[config.mk]
export PLATFORM = sky130hd
export DESIGN_NAME = interval_room_assignment
export DESIGN_NICKNAME = d
export VERILOG_FILES = /design/src/design/irm_pkg.sv /design/src/design/interval_room_assignment.sv /design/src/design/irm_ram.sv /design/src/design/irm_queue.sv /design/src/design/irm_front.sv /design/src/design/irm_back.sv
export SDC_FILE = /design/constraint.sdc
export NUM_CORES = 2
export LEC_CHECK = 0
export ABC_AREA = 1
export ABC_CLOCK_PERIOD_IN_PS = 7960
export BUFFER_PORTS_ARGS = -buffer_cell sky130_fd_sc_hd__clkbuf_2
export CAP_MARGIN = 20
export CORE_ASPECT_RATIO = 0.75
export CORE_MARGIN = 2
export CORE_UTILIZATION = 33
export DETAILED_ROUTE_END_ITERATION = 8
export HOLD_SLACK_MARGIN = 0.15
export PLACE_DENSITY = 0.57
export SETUP_SLACK_MARGIN = 0.5
export SLEW_MARGIN = 0
export SYNTH_ARGS = -nofsm -noshare
export SYNTH_HDL_FRONTEND = slang
export SYNTH_SLANG_ARGS = --single-unit
[constraint.sdc]
create_clock -name aclk -period 7.96 [get_ports aclk]
set_input_delay 1.592 -clock aclk [delete_from_list [all_inputs] [get_ports aclk]]
set_output_delay 1.592 -clock aclk [all_outputs]
set_load 0.1 [all_outputs]
[src/design/irm_pkg.sv]
package irm_pkg;

    localparam int MAX_INTERVALS_DEF = 32;
    localparam int TIME_BITS_DEF     = 32;

    typedef enum logic [2:0] {
        ST_LOAD,
        ST_SEL,
        ST_ROOM,
        ST_WRITE,
        ST_OUT_RD,
        ST_OUT_SHOW,
        ST_OUT_HOLD
    } irm_state_t;

    // Status of the back end, seen by the top level checks.
    typedef struct packed {
        irm_state_t  state;
        logic [6:0]  rooms;
        logic [6:0]  loaded;
    } irm_stat_t;

endpackage

[src/design/interval_room_assignment.sv]
// Channel | Direction | Ports
// input   | in        | s_valid, s_ready, s_arrival_time, s_departure_time, s_batch_last
// result  | out       | m_valid, m_ready, m_interval_index, m_room_number,
//         |           | m_rooms_total, m_overflow, m_result_last
// Loading: one interval per cycle into a two-entry queue while it has room; the back
// end drains it one per cycle while loading. Per batch, each interval is placed by a
// selection scan over the interval store, then a scan over the room table; each
// result is read, shown and then held until m_ready.
// Reset is synchronous, active low; no clearing pass is needed.
// The input side fills the queue until it is full while the back end works or stalls.
module interval_room_assignment #(
    parameter int MAX_INTERVALS = irm_pkg::MAX_INTERVALS_DEF,
    parameter int TIME_BITS     = irm_pkg::TIME_BITS_DEF
) (
    input  logic        aclk,
    input  logic        aresetn,
    input  logic        s_valid,
    output logic        s_ready,
    input  logic [31:0] s_arrival_time,
    input  logic [31:0] s_departure_time,
    input  logic        s_batch_last,
    output logic        m_valid,
    input  logic        m_ready,
    output logic [5:0]  m_interval_index,
    output logic [6:0]  m_room_number,
    output logic [6:0]  m_rooms_total,
    output logic        m_overflow,
    output logic        m_result_last
);
    import irm_pkg::*;

    localparam int QW = 2 * TIME_BITS + 2;

    logic          f_valid, f_ready;
    logic [QW-1:0] f_data;
    logic          b_valid, b_ready;
    logic [QW-1:0] b_data;
    irm_stat_t     stat;

    irm_front #(.MAX_INTERVALS(MAX_INTERVALS), .TIME_BITS(TIME_BITS)) u_front (
        .aclk             (aclk),
        .aresetn          (aresetn),
        .s_valid          (s_valid),
        .s_ready          (s_ready),
        .s_arrival_time   (s_arrival_time),
        .s_departure_time (s_departure_time),
        .s_batch_last     (s_batch_last),
        .q_ready          (f_ready),
        .q_valid          (f_valid),
        .q_data           (f_data)
    );

    irm_queue #(.WIDTH(QW)) u_queue (
        .aclk      (aclk),
        .aresetn   (aresetn),
        .in_valid  (f_valid),
        .in_ready  (f_ready),
        .in_data   (f_data),
        .out_valid (b_valid),
        .out_ready (b_ready),
        .out_data  (b_data)
    );

    irm_back #(.MAX_INTERVALS(MAX_INTERVALS), .TIME_BITS(TIME_BITS)) u_back (
        .aclk             (aclk),
        .aresetn          (aresetn),
        .q_valid          (b_valid),
        .q_ready          (b_ready),
        .q_data           (b_data),
        .m_valid          (m_valid),
        .m_ready          (m_ready),
        .m_interval_index (m_interval_index),
        .m_room_number    (m_room_number),
        .m_rooms_total    (m_rooms_total),
        .m_overflow       (m_overflow),
        .m_result_last    (m_result_last),
        .stat             (stat)
    );

`ifndef SYNTH
    a_valid_in_hold: assert property (@(posedge aclk) disable iff (!aresetn)
        m_valid |-> stat.state == ST_OUT_HOLD)
        else $error("result valid outside hold state");

    a_room_range: assert property (@(posedge aclk) disable iff (!aresetn)
        m_valid |-> (m_room_number >= 7'd1) && (m_room_number <= m_rooms_total))
        else $error("room number outside the rooms in use");

    a_rooms_bound: assert property (@(posedge aclk) disable iff (!aresetn)
        stat.rooms <= stat.loaded)
        else $error("more rooms than loaded intervals");

    a_last_ends_batch: assert property (@(posedge aclk) disable iff (!aresetn)
        m_valid && m_ready && m_result_last |=> stat.state == ST_LOAD && stat.loaded == 7'd0)
        else $error("batch state not cleared after last result");
`endif

endmodule

[src/design/irm_ram.sv]
module irm_ram #(
    parameter int WIDTH = 8,
    parameter int DEPTH = 32,
    parameter int AW    = (DEPTH > 1) ? $clog2(DEPTH) : 1
) (
    input  logic             aclk,
    input  logic             we,
    input  logic [AW-1:0]    waddr,
    input  logic [WIDTH-1:0] wdata,
    input  logic [AW-1:0]    raddr,
    output logic [WIDTH-1:0] rdata
);

    logic [WIDTH-1:0] mem_reg [DEPTH];

    always_ff @(posedge aclk) begin
        if (we) begin
            mem_reg[waddr] <= wdata;
        end
        rdata <= mem_reg[raddr];
    end

endmodule

[src/design/irm_queue.sv]
module irm_queue #(
    parameter int WIDTH = 8
) (
    input  logic             aclk,
    input  logic             aresetn,
    input  logic             in_valid,
    output logic             in_ready,
    input  logic [WIDTH-1:0] in_data,
    output logic             out_valid,
    input  logic             out_ready,
    output logic [WIDTH-1:0] out_data
);

    logic [WIDTH-1:0] slot_reg [2];
    logic             wp_reg, wp_next;
    logic             rp_reg, rp_next;
    logic [1:0]       cnt_reg, cnt_next;
    logic             push, pop;

    assign in_ready  = (cnt_reg != 2'd2);
    assign out_valid = (cnt_reg != 2'd0);
    assign out_data  = slot_reg[rp_reg];
    assign push      = in_valid && in_ready;
    assign pop       = out_valid && out_ready;

    always_comb begin
        wp_next  = push ? ~wp_reg : wp_reg;
        rp_next  = pop ? ~rp_reg : rp_reg;
        cnt_next = cnt_reg + {1'b0, push} - {1'b0, pop};
    end

    always_ff @(posedge aclk) begin
        if (!aresetn) begin
            wp_reg  <= 1'b0;
            rp_reg  <= 1'b0;
            cnt_reg <= 2'd0;
        end else begin
            wp_reg  <= wp_next;
            rp_reg  <= rp_next;
            cnt_reg <= cnt_next;
        end
    end

    always_ff @(posedge aclk) begin
        if (push) begin
            slot_reg[wp_reg] <= in_data;
        end
    end

endmodule

[src/design/irm_front.sv]
module irm_front #(
    parameter int MAX_INTERVALS = 32,
    parameter int TIME_BITS     = 32,
    parameter int CNT_W         = $clog2(MAX_INTERVALS + 1)
) (
    input  logic                     aclk,
    input  logic                     aresetn,
    input  logic                     s_valid,
    output logic                     s_ready,
    input  logic [31:0]              s_arrival_time,
    input  logic [31:0]              s_departure_time,
    input  logic                     s_batch_last,
    input  logic                     q_ready,
    output logic                     q_valid,
    output logic [2*TIME_BITS+1:0]   q_data
);

    logic [CNT_W-1:0] cnt_reg, cnt_next;
    logic             keep;
    logic             acc;

    // Items past capacity are tagged as dropped; the back end only flags them.
    assign keep    = (cnt_reg < CNT_W'(MAX_INTERVALS));
    assign s_ready = q_ready;
    assign q_valid = s_valid;
    assign acc     = s_valid && q_ready;
    assign q_data  = {TIME_BITS'(s_arrival_time), TIME_BITS'(s_departure_time),
                      s_batch_last, keep};

    always_comb begin
        cnt_next = cnt_reg;
        if (acc) begin
            if (s_batch_last) begin
                cnt_next = '0;
            end else if (keep) begin
                cnt_next = cnt_reg + 1'b1;
            end
        end
    end

    always_ff @(posedge aclk) begin
        if (!aresetn) begin
            cnt_reg <= '0;
        end else begin
            cnt_reg <= cnt_next;
        end
    end

endmodule

[src/design/irm_back.sv]
module irm_back #(
    parameter int MAX_INTERVALS = 32,
    parameter int TIME_BITS     = 32,
    parameter int CNT_W         = $clog2(MAX_INTERVALS + 1),
    parameter int IDX_W         = (MAX_INTERVALS > 1) ? $clog2(MAX_INTERVALS) : 1
) (
    input  logic                    aclk,
    input  logic                    aresetn,
    input  logic                    q_valid,
    output logic                    q_ready,
    input  logic [2*TIME_BITS+1:0]  q_data,
    output logic                    m_valid,
    input  logic                    m_ready,
    output logic [5:0]              m_interval_index,
    output logic [6:0]              m_room_number,
    output logic [6:0]              m_rooms_total,
    output logic                    m_overflow,
    output logic                    m_result_last,
    output irm_pkg::irm_stat_t      stat
);
    import irm_pkg::*;

    localparam int TB = TIME_BITS;

    irm_state_t st_reg, st_next;

    logic [CNT_W-1:0] n_reg, n_next;
    logic             ovf_reg, ovf_next;
    logic [CNT_W-1:0] scan_reg, scan_next;
    logic             pv_reg, pv_next;
    logic [IDX_W-1:0] pidx_reg, pidx_next;
    logic [MAX_INTERVALS-1:0] done_reg, done_next;
    logic [TB-1:0]    bdep_reg, bdep_next, barr_reg, barr_next;
    logic [IDX_W-1:0] bidx_reg, bidx_next;
    logic             bv_reg, bv_next;
    logic [CNT_W-1:0] step_reg, step_next;
    logic [CNT_W-1:0] rooms_reg, rooms_next;
    logic [TB-1:0]    rkey_reg, rkey_next;
    logic [CNT_W-1:0] rseq_reg, rseq_next;
    logic [IDX_W-1:0] ridx_reg, ridx_next;
    logic             rv_reg, rv_next;
    logic [CNT_W-1:0] o_reg, o_next;
    logic             mv_reg, mv_next;
    logic [IDX_W-1:0] oroom_reg, oroom_next;

    // queue entry fields
    logic [TB-1:0] q_arr, q_dep;
    logic          q_last, q_keep;
    assign q_arr  = q_data[2*TB+1:TB+2];
    assign q_dep  = q_data[TB+1:2];
    assign q_last = q_data[1];
    assign q_keep = q_data[0];

    // interval store: {arrival, departure}
    logic             iv_we;
    logic [IDX_W-1:0] iv_raddr;
    logic [2*TB-1:0]  iv_rdata;
    logic [TB-1:0]    c_arr, c_dep;
    assign c_arr = iv_rdata[2*TB-1:TB];
    assign c_dep = iv_rdata[TB-1:0];

    irm_ram #(.WIDTH(2*TB), .DEPTH(MAX_INTERVALS), .AW(IDX_W)) u_iv_ram (
        .aclk  (aclk),
        .we    (iv_we),
        .waddr (n_reg[IDX_W-1:0]),
        .wdata ({q_arr, q_dep}),
        .raddr (iv_raddr),
        .rdata (iv_rdata)
    );

    // room table: {key, entry sequence}
    logic             rm_we;
    logic [IDX_W-1:0] rm_waddr;
    logic [IDX_W-1:0] rm_raddr;
    logic [TB+CNT_W-1:0] rm_rdata;
    logic [TB-1:0]    c_key;
    logic [CNT_W-1:0] c_seq;
    assign c_key = rm_rdata[TB+CNT_W-1:CNT_W];
    assign c_seq = rm_rdata[CNT_W-1:0];

    irm_ram #(.WIDTH(TB + CNT_W), .DEPTH(MAX_INTERVALS), .AW(IDX_W)) u_room_ram (
        .aclk  (aclk),
        .we    (rm_we),
        .waddr (rm_waddr),
        .wdata ({barr_reg, step_reg}),
        .raddr (rm_raddr),
        .rdata (rm_rdata)
    );

    // assigned room per interval, 0-based
    logic [IDX_W-1:0] as_rdata;

    irm_ram #(.WIDTH(IDX_W), .DEPTH(MAX_INTERVALS), .AW(IDX_W)) u_asg_ram (
        .aclk  (aclk),
        .we    (rm_we),
        .waddr (bidx_reg),
        .wdata (rm_waddr),
        .raddr (o_reg[IDX_W-1:0]),
        .rdata (as_rdata)
    );

    logic c_ge, k_ok, k_better;
    // scanning upward, an equal (dep, arr) later index wins, so >= on arrival
    assign c_ge = (c_dep > bdep_reg) || ((c_dep == bdep_reg) && (c_arr >= barr_reg));
    assign k_ok = (c_key > bdep_reg);
    assign k_better = !rv_reg || (c_key < rkey_reg) ||
                      ((c_key == rkey_reg) && (c_seq < rseq_reg));

    assign rm_waddr = rv_reg ? ridx_reg : rooms_reg[IDX_W-1:0];

    // next state
    always_comb begin
        st_next = st_reg;
        case (st_reg)
            ST_LOAD:     if (q_valid && q_last) st_next = ST_SEL;
            ST_SEL:      if (scan_reg == n_reg && !pv_reg) st_next = ST_ROOM;
            ST_ROOM:     if (scan_reg == rooms_reg && !pv_reg) st_next = ST_WRITE;
            ST_WRITE:    st_next = (step_reg + 1'b1 == n_reg) ? ST_OUT_RD : ST_SEL;
            ST_OUT_RD:   st_next = ST_OUT_SHOW;
            ST_OUT_SHOW: st_next = ST_OUT_HOLD;
            ST_OUT_HOLD: if (m_ready) begin
                st_next = (o_reg + 1'b1 == n_reg) ? ST_LOAD : ST_OUT_RD;
            end
            default:     st_next = ST_LOAD;
        endcase
    end

    // datapath and outputs
    always_comb begin
        n_next     = n_reg;
        ovf_next   = ovf_reg;
        scan_next  = scan_reg;
        pv_next    = 1'b0;
        pidx_next  = pidx_reg;
        done_next  = done_reg;
        bdep_next  = bdep_reg;
        barr_next  = barr_reg;
        bidx_next  = bidx_reg;
        bv_next    = bv_reg;
        step_next  = step_reg;
        rooms_next = rooms_reg;
        rkey_next  = rkey_reg;
        rseq_next  = rseq_reg;
        ridx_next  = ridx_reg;
        rv_next    = rv_reg;
        o_next     = o_reg;
        mv_next    = mv_reg;
        oroom_next = oroom_reg;
        q_ready    = 1'b0;
        iv_we      = 1'b0;
        rm_we      = 1'b0;
        iv_raddr   = scan_reg[IDX_W-1:0];
        rm_raddr   = scan_reg[IDX_W-1:0];
        case (st_reg)
            ST_LOAD: begin
                q_ready = 1'b1;
                if (q_valid) begin
                    if (q_keep) begin
                        iv_we  = 1'b1;
                        n_next = n_reg + 1'b1;
                    end else begin
                        ovf_next = 1'b1;
                    end
                    if (q_last) begin
                        done_next = '0;
                        scan_next = '0;
                        bv_next   = 1'b0;
                        step_next = '0;
                    end
                end
            end
            ST_SEL: begin
                if (scan_reg != n_reg) begin
                    pv_next   = 1'b1;
                    pidx_next = scan_reg[IDX_W-1:0];
                    scan_next = scan_reg + 1'b1;
                end
                if (pv_reg && !done_reg[pidx_reg] && (!bv_reg || c_ge)) begin
                    bdep_next = c_dep;
                    barr_next = c_arr;
                    bidx_next = pidx_reg;
                    bv_next   = 1'b1;
                end
                if (scan_reg == n_reg && !pv_reg) begin
                    scan_next = '0;
                    rv_next   = 1'b0;
                end
            end
            ST_ROOM: begin
                if (scan_reg != rooms_reg) begin
                    pv_next   = 1'b1;
                    pidx_next = scan_reg[IDX_W-1:0];
                    scan_next = scan_reg + 1'b1;
                end
                if (pv_reg && k_ok && k_better) begin
                    rkey_next = c_key;
                    rseq_next = c_seq;
                    ridx_next = pidx_reg;
                    rv_next   = 1'b1;
                end
            end
            ST_WRITE: begin
                rm_we = 1'b1;
                done_next[bidx_reg] = 1'b1;
                if (!rv_reg) begin
                    rooms_next = rooms_reg + 1'b1;
                end
                step_next = step_reg + 1'b1;
                scan_next = '0;
                bv_next   = 1'b0;
                o_next    = '0;
            end
            ST_OUT_RD: begin
            end
            ST_OUT_SHOW: begin
                oroom_next = as_rdata;
                mv_next    = 1'b1;
            end
            ST_OUT_HOLD: begin
                if (m_ready) begin
                    mv_next = 1'b0;
                    o_next  = o_reg + 1'b1;
                    if (o_reg + 1'b1 == n_reg) begin
                        n_next     = '0;
                        ovf_next   = 1'b0;
                        rooms_next = '0;
                    end
                end
            end
            default: begin
            end
        endcase
    end

    always_ff @(posedge aclk) begin
        if (!aresetn) begin
            st_reg    <= ST_LOAD;
            n_reg     <= '0;
            ovf_reg   <= 1'b0;
            scan_reg  <= '0;
            pv_reg    <= 1'b0;
            done_reg  <= '0;
            bv_reg    <= 1'b0;
            step_reg  <= '0;
            rooms_reg <= '0;
            rv_reg    <= 1'b0;
            o_reg     <= '0;
            mv_reg    <= 1'b0;
        end else begin
            st_reg    <= st_next;
            n_reg     <= n_next;
            ovf_reg   <= ovf_next;
            scan_reg  <= scan_next;
            pv_reg    <= pv_next;
            done_reg  <= done_next;
            bv_reg    <= bv_next;
            step_reg  <= step_next;
            rooms_reg <= rooms_next;
            rv_reg    <= rv_next;
            o_reg     <= o_next;
            mv_reg    <= mv_next;
        end
    end

    always_ff @(posedge aclk) begin
        pidx_reg  <= pidx_next;
        bdep_reg  <= bdep_next;
        barr_reg  <= barr_next;
        bidx_reg  <= bidx_next;
        rkey_reg  <= rkey_next;
        rseq_reg  <= rseq_next;
        ridx_reg  <= ridx_next;
        oroom_reg <= oroom_next;
    end

    assign m_valid          = mv_reg;
    assign m_interval_index = 6'(o_reg);
    assign m_room_number    = 7'(oroom_reg) + 7'd1;
    assign m_rooms_total    = 7'(rooms_reg);
    assign m_overflow       = ovf_reg;
    assign m_result_last    = (o_reg + 1'b1 == n_reg);

    assign stat.state  = st_reg;
    assign stat.rooms  = 7'(rooms_reg);
    assign stat.loaded = 7'(n_reg);

endmodule

==> results_dict.tcl <==
set metrics [dict create \
    drc 0 \
    rsz0062_at_grt "false" \
    synth_top_area_frac 0.730 \
    cp_data_arrival_time_ps 3880 \
    nets 11600 \
    tightest_slew_ps 1200 \
    p_switching_mw 15.0 \
    synthCells 11400 \
    setup-violations-final 0 \
    fin_crit_sh 0.688 \
    synth.distinct_cells 50 \
    crit_top_cell "inv_1" \
    slew_headroom 0.203 \
    cts.htree.levels 5 \
    synth-xor-area-share 0.00162 \
    ys_warn_count 0 \
    seq_power_share 0.486 \
    netlist_area_mm2 0.151 \
    start_util 0.331 \
    p_int_mw 36.3 \
    cts_tree "yes" \
    grt_start_max_net_pins 208 \
    cts_buffers 359 \
    crit_type "reg2out" \
    synth_compound_area_frac 0.119 \
    ys_top_cells_by_area "edfxtp_1 73%, o21ai_0 5.9%, nor2_1 4.9%" \
    die_h_um 590 \
    ios 93 \
    antenna_found_initial 15 \
    post-cts-setup-buffer-count 0 \
    via_per_inst 5.44 \
    area_delta_synth_final_pct 13.3 \
    dp_hpwl_um 240000 \
    clock.fmax_mhz 183 \
    drive_gt1_frac 0.0863 \
    synth_top_family_by_area "compound AO/OA/AOI/OAI gates" \
    insertion_delay_ps 960 \
    tns_ps 0 \
    clock_skew_ps 69.0 \
    io_buffers 90 \
    die_area_mm2 0.464 \
    power_density_mw_per_mm2 299 \
    final.setup.worst_slack_ps 2490 \
    postCtsHoldBufs 0 \
    end_kind "output port" \
    instances_no_fill 17700 \
    cp.required_ps 6370 \
    synth_fa_ha_area_frac 0.0120 \
    cp_slowest_cell "dfxtp_2" \
    grt_pass1_wl_um 643000 \
    placed_cells_incl_taps 17100 \
    clock_sinks 3866 \
    drt_iter0_markers 12700 \
    synth_edf_count 3678 \
    fin_crit_ps 5470 \
    p_sw_frac 0.293 \
    status "complete, no violations" \
    startpoint_type "flop" \
    pre_cts_slack_ps 3260 \
    first_pass_iters 6 \
    slew_violations 0 \
    drt-total-wl_um 448000 \
    grt_usage 0.186 \
    synthSimpleGateAreaFrac 0.0828 \
    syn_avg_cell_area_um2 13.3 \
    largest_reg_flops 2048 \
    drv_cap 0 \
    yosysSeqAreaShare 0.755 \
    muxShareOfSynthArea 0 \
    path_cells "buf_4, nand2_1, inv_1, nand4_1, inv_1, nand2_2, nand3_1, nand3_2, nor2_1, clkbuf_2" \
    hold_violations 0 \
    cts_resized 0 \
    drtAntennaViolNets 0 \
    die_w_um 786 \
    clk_pin_slew_ps 70 \
    synth_flop_cell "edfxtp_1" \
    synth_top_area_cell "edfxtp_1" \
    overflow 0 \
    dr_total_vias 96500 \
    leakage_nw 55.9 \
    ys_ff_latch 3866 \
    async_reset_ff_frac 0 \
    cp_max_fo 58 \
    min_path_type "reg2reg" \
    cts_buffer_depth 4 \
    grt_pass1_vias 88400 \
    place_congestion 0.802 \
    core.rowCount 215 \
    clkPwrFrac 0.342 \
    root_buffer "clkbuf_16" \
    slowest_delay_ps 680 \
    ir_drop_mv 0.203 \
    power_frac_comb 0.172 \
    wire_per_inst_um 25.2 \
    core_mm2 0.457 \
]
[synth_stat cells (8+ instances only)]
library cell	instances
edfxtp_1	3678
ha_1	145
a211oi_1	22
nand3_1	221
buf_1	21
buf_6	8
o21ai_0	1790
o221ai_1	281
nand4_1	56
dfxtp_1	188
o21ai_1	70
o211ai_1	29
a31oi_1	123
o211a_1	13
clkbuf_1	489
inv_2	20
inv_1	258
nand2_1	795
nor2_1	1990
buf_4	41
a21oi_1	227
xor2_1	22
buf_2	201
nor3_1	68
o22ai_1	577
or2_1	9
[cell usage in the layout (no fill, tap or decap), types with 6 or more instances in the layout]
cell / count
edfxtp_1: 3678
nor2_1: 1925
o21ai_0: 1790
nand2_1: 795
o22ai_1: 577
clkbuf_16: 366
o221ai_1: 281
inv_1: 255
a21oi_1: 227
nand3_1: 221
buf_4: 213
dfxtp_1: 182
ha_1: 145
a31oi_1: 119
clkbuf_2: 90
clkbuf_1: 85
o21ai_1: 70
nor3_1: 67
nor2_4: 66
nand4_1: 56
clkinv_2: 55
clkinv_1: 48
bufinv_16: 34
o211ai_1: 29
buf_16: 28
buf_12: 28
xor2_1: 22
a211oi_1: 22
clkbuf_8: 21
clkinvlp_4: 17
inv_2: 16
o211a_1: 13
diode_2: 9
or2_1: 9
inv_6: 8
or2_2: 7
xnor2_1: 6
[path summary, 6_finish.rpt]
path                                   start             endpoint  slack [ps]  cells after the start
hold / removal     u_back.u_asg_ram.rdata[2]  u_back.oroom_reg[2]         400                      0
hold reg to reg    u_back.u_asg_ram.rdata[2]  u_back.oroom_reg[2]         400                      0
setup reg to reg         u_back.barr_reg[15]   u_back.barr_reg[0]        3530                     15
setup / recovery  u_back.m_interval_index[0]        m_result_last        2490                     10
[kinds of logic after synthesis]
kind of cell             after synthesis
flip-flops                          3866
adder cells (fa/ha/maj)              145
XOR/XNOR                              28
AO/OA/AOI/OAI                       3157
other                                  1
AND/OR/NAND/NOR                     3168
buffers and inverters               1044
[worst max-delay path: cells and delay by family (launching register included)]
family                 cells  cell delay, ps
and+or+nand+nor            6             920
buffers and inverters      4            1350
DFF                        1             680
[area by class of cell]
type | count | area, µm²
Fill cell | 43100 | 285000
Sequential cell | 3866 | 114000
Multi-Input combinational cell | 6500 | 33200
Clock buffer | 472 | 9770
Tap cell | 6076 | 7600
Timing Repair Buffer | 361 | 3410
Clock inverter | 176 | 1980
Inverter | 281 | 1110
Antenna cell | 9 | 22.5
[per-layer routing]
metal  share of wire  up-vias  track usage
li1                -    42400            -
met1            0.46    48900        0.294
met3           0.096      555       0.0309
met5        0.000069        -            0
met2            0.42     4653        0.267
met4           0.019        4       0.0371
[metrics by stage]
step           utilization  total power [mW]  hold slack, ps  cell area, µm²
4_1_cts              0.373              51.3             404          170000
2_1_floorplan            -              30.2             386          151000
6_report             0.375              51.3             405          171000
5_1_grt              0.375              53.2             416          171000
3_5_place_dp         0.348              33.9             389          159000
3_3_place_gp         0.347              33.8             388          159000
[power by group through the flow]
stage | Combinational (mW) | Sequential (mW) | Clock (mW)
finish | 8.83 | 24.9 | 17.6
global route | 9.65 | 24.9 | 18.6
CTS | 8.55 | 24.9 | 17.8
detailed placement | 8.53 | 25.4 | 0
global placement | 8.43 | 25.4 | 0
floorplan | 5.29 | 24.9 | 0
Note: power is estimated with default switching activity, not from simulation.
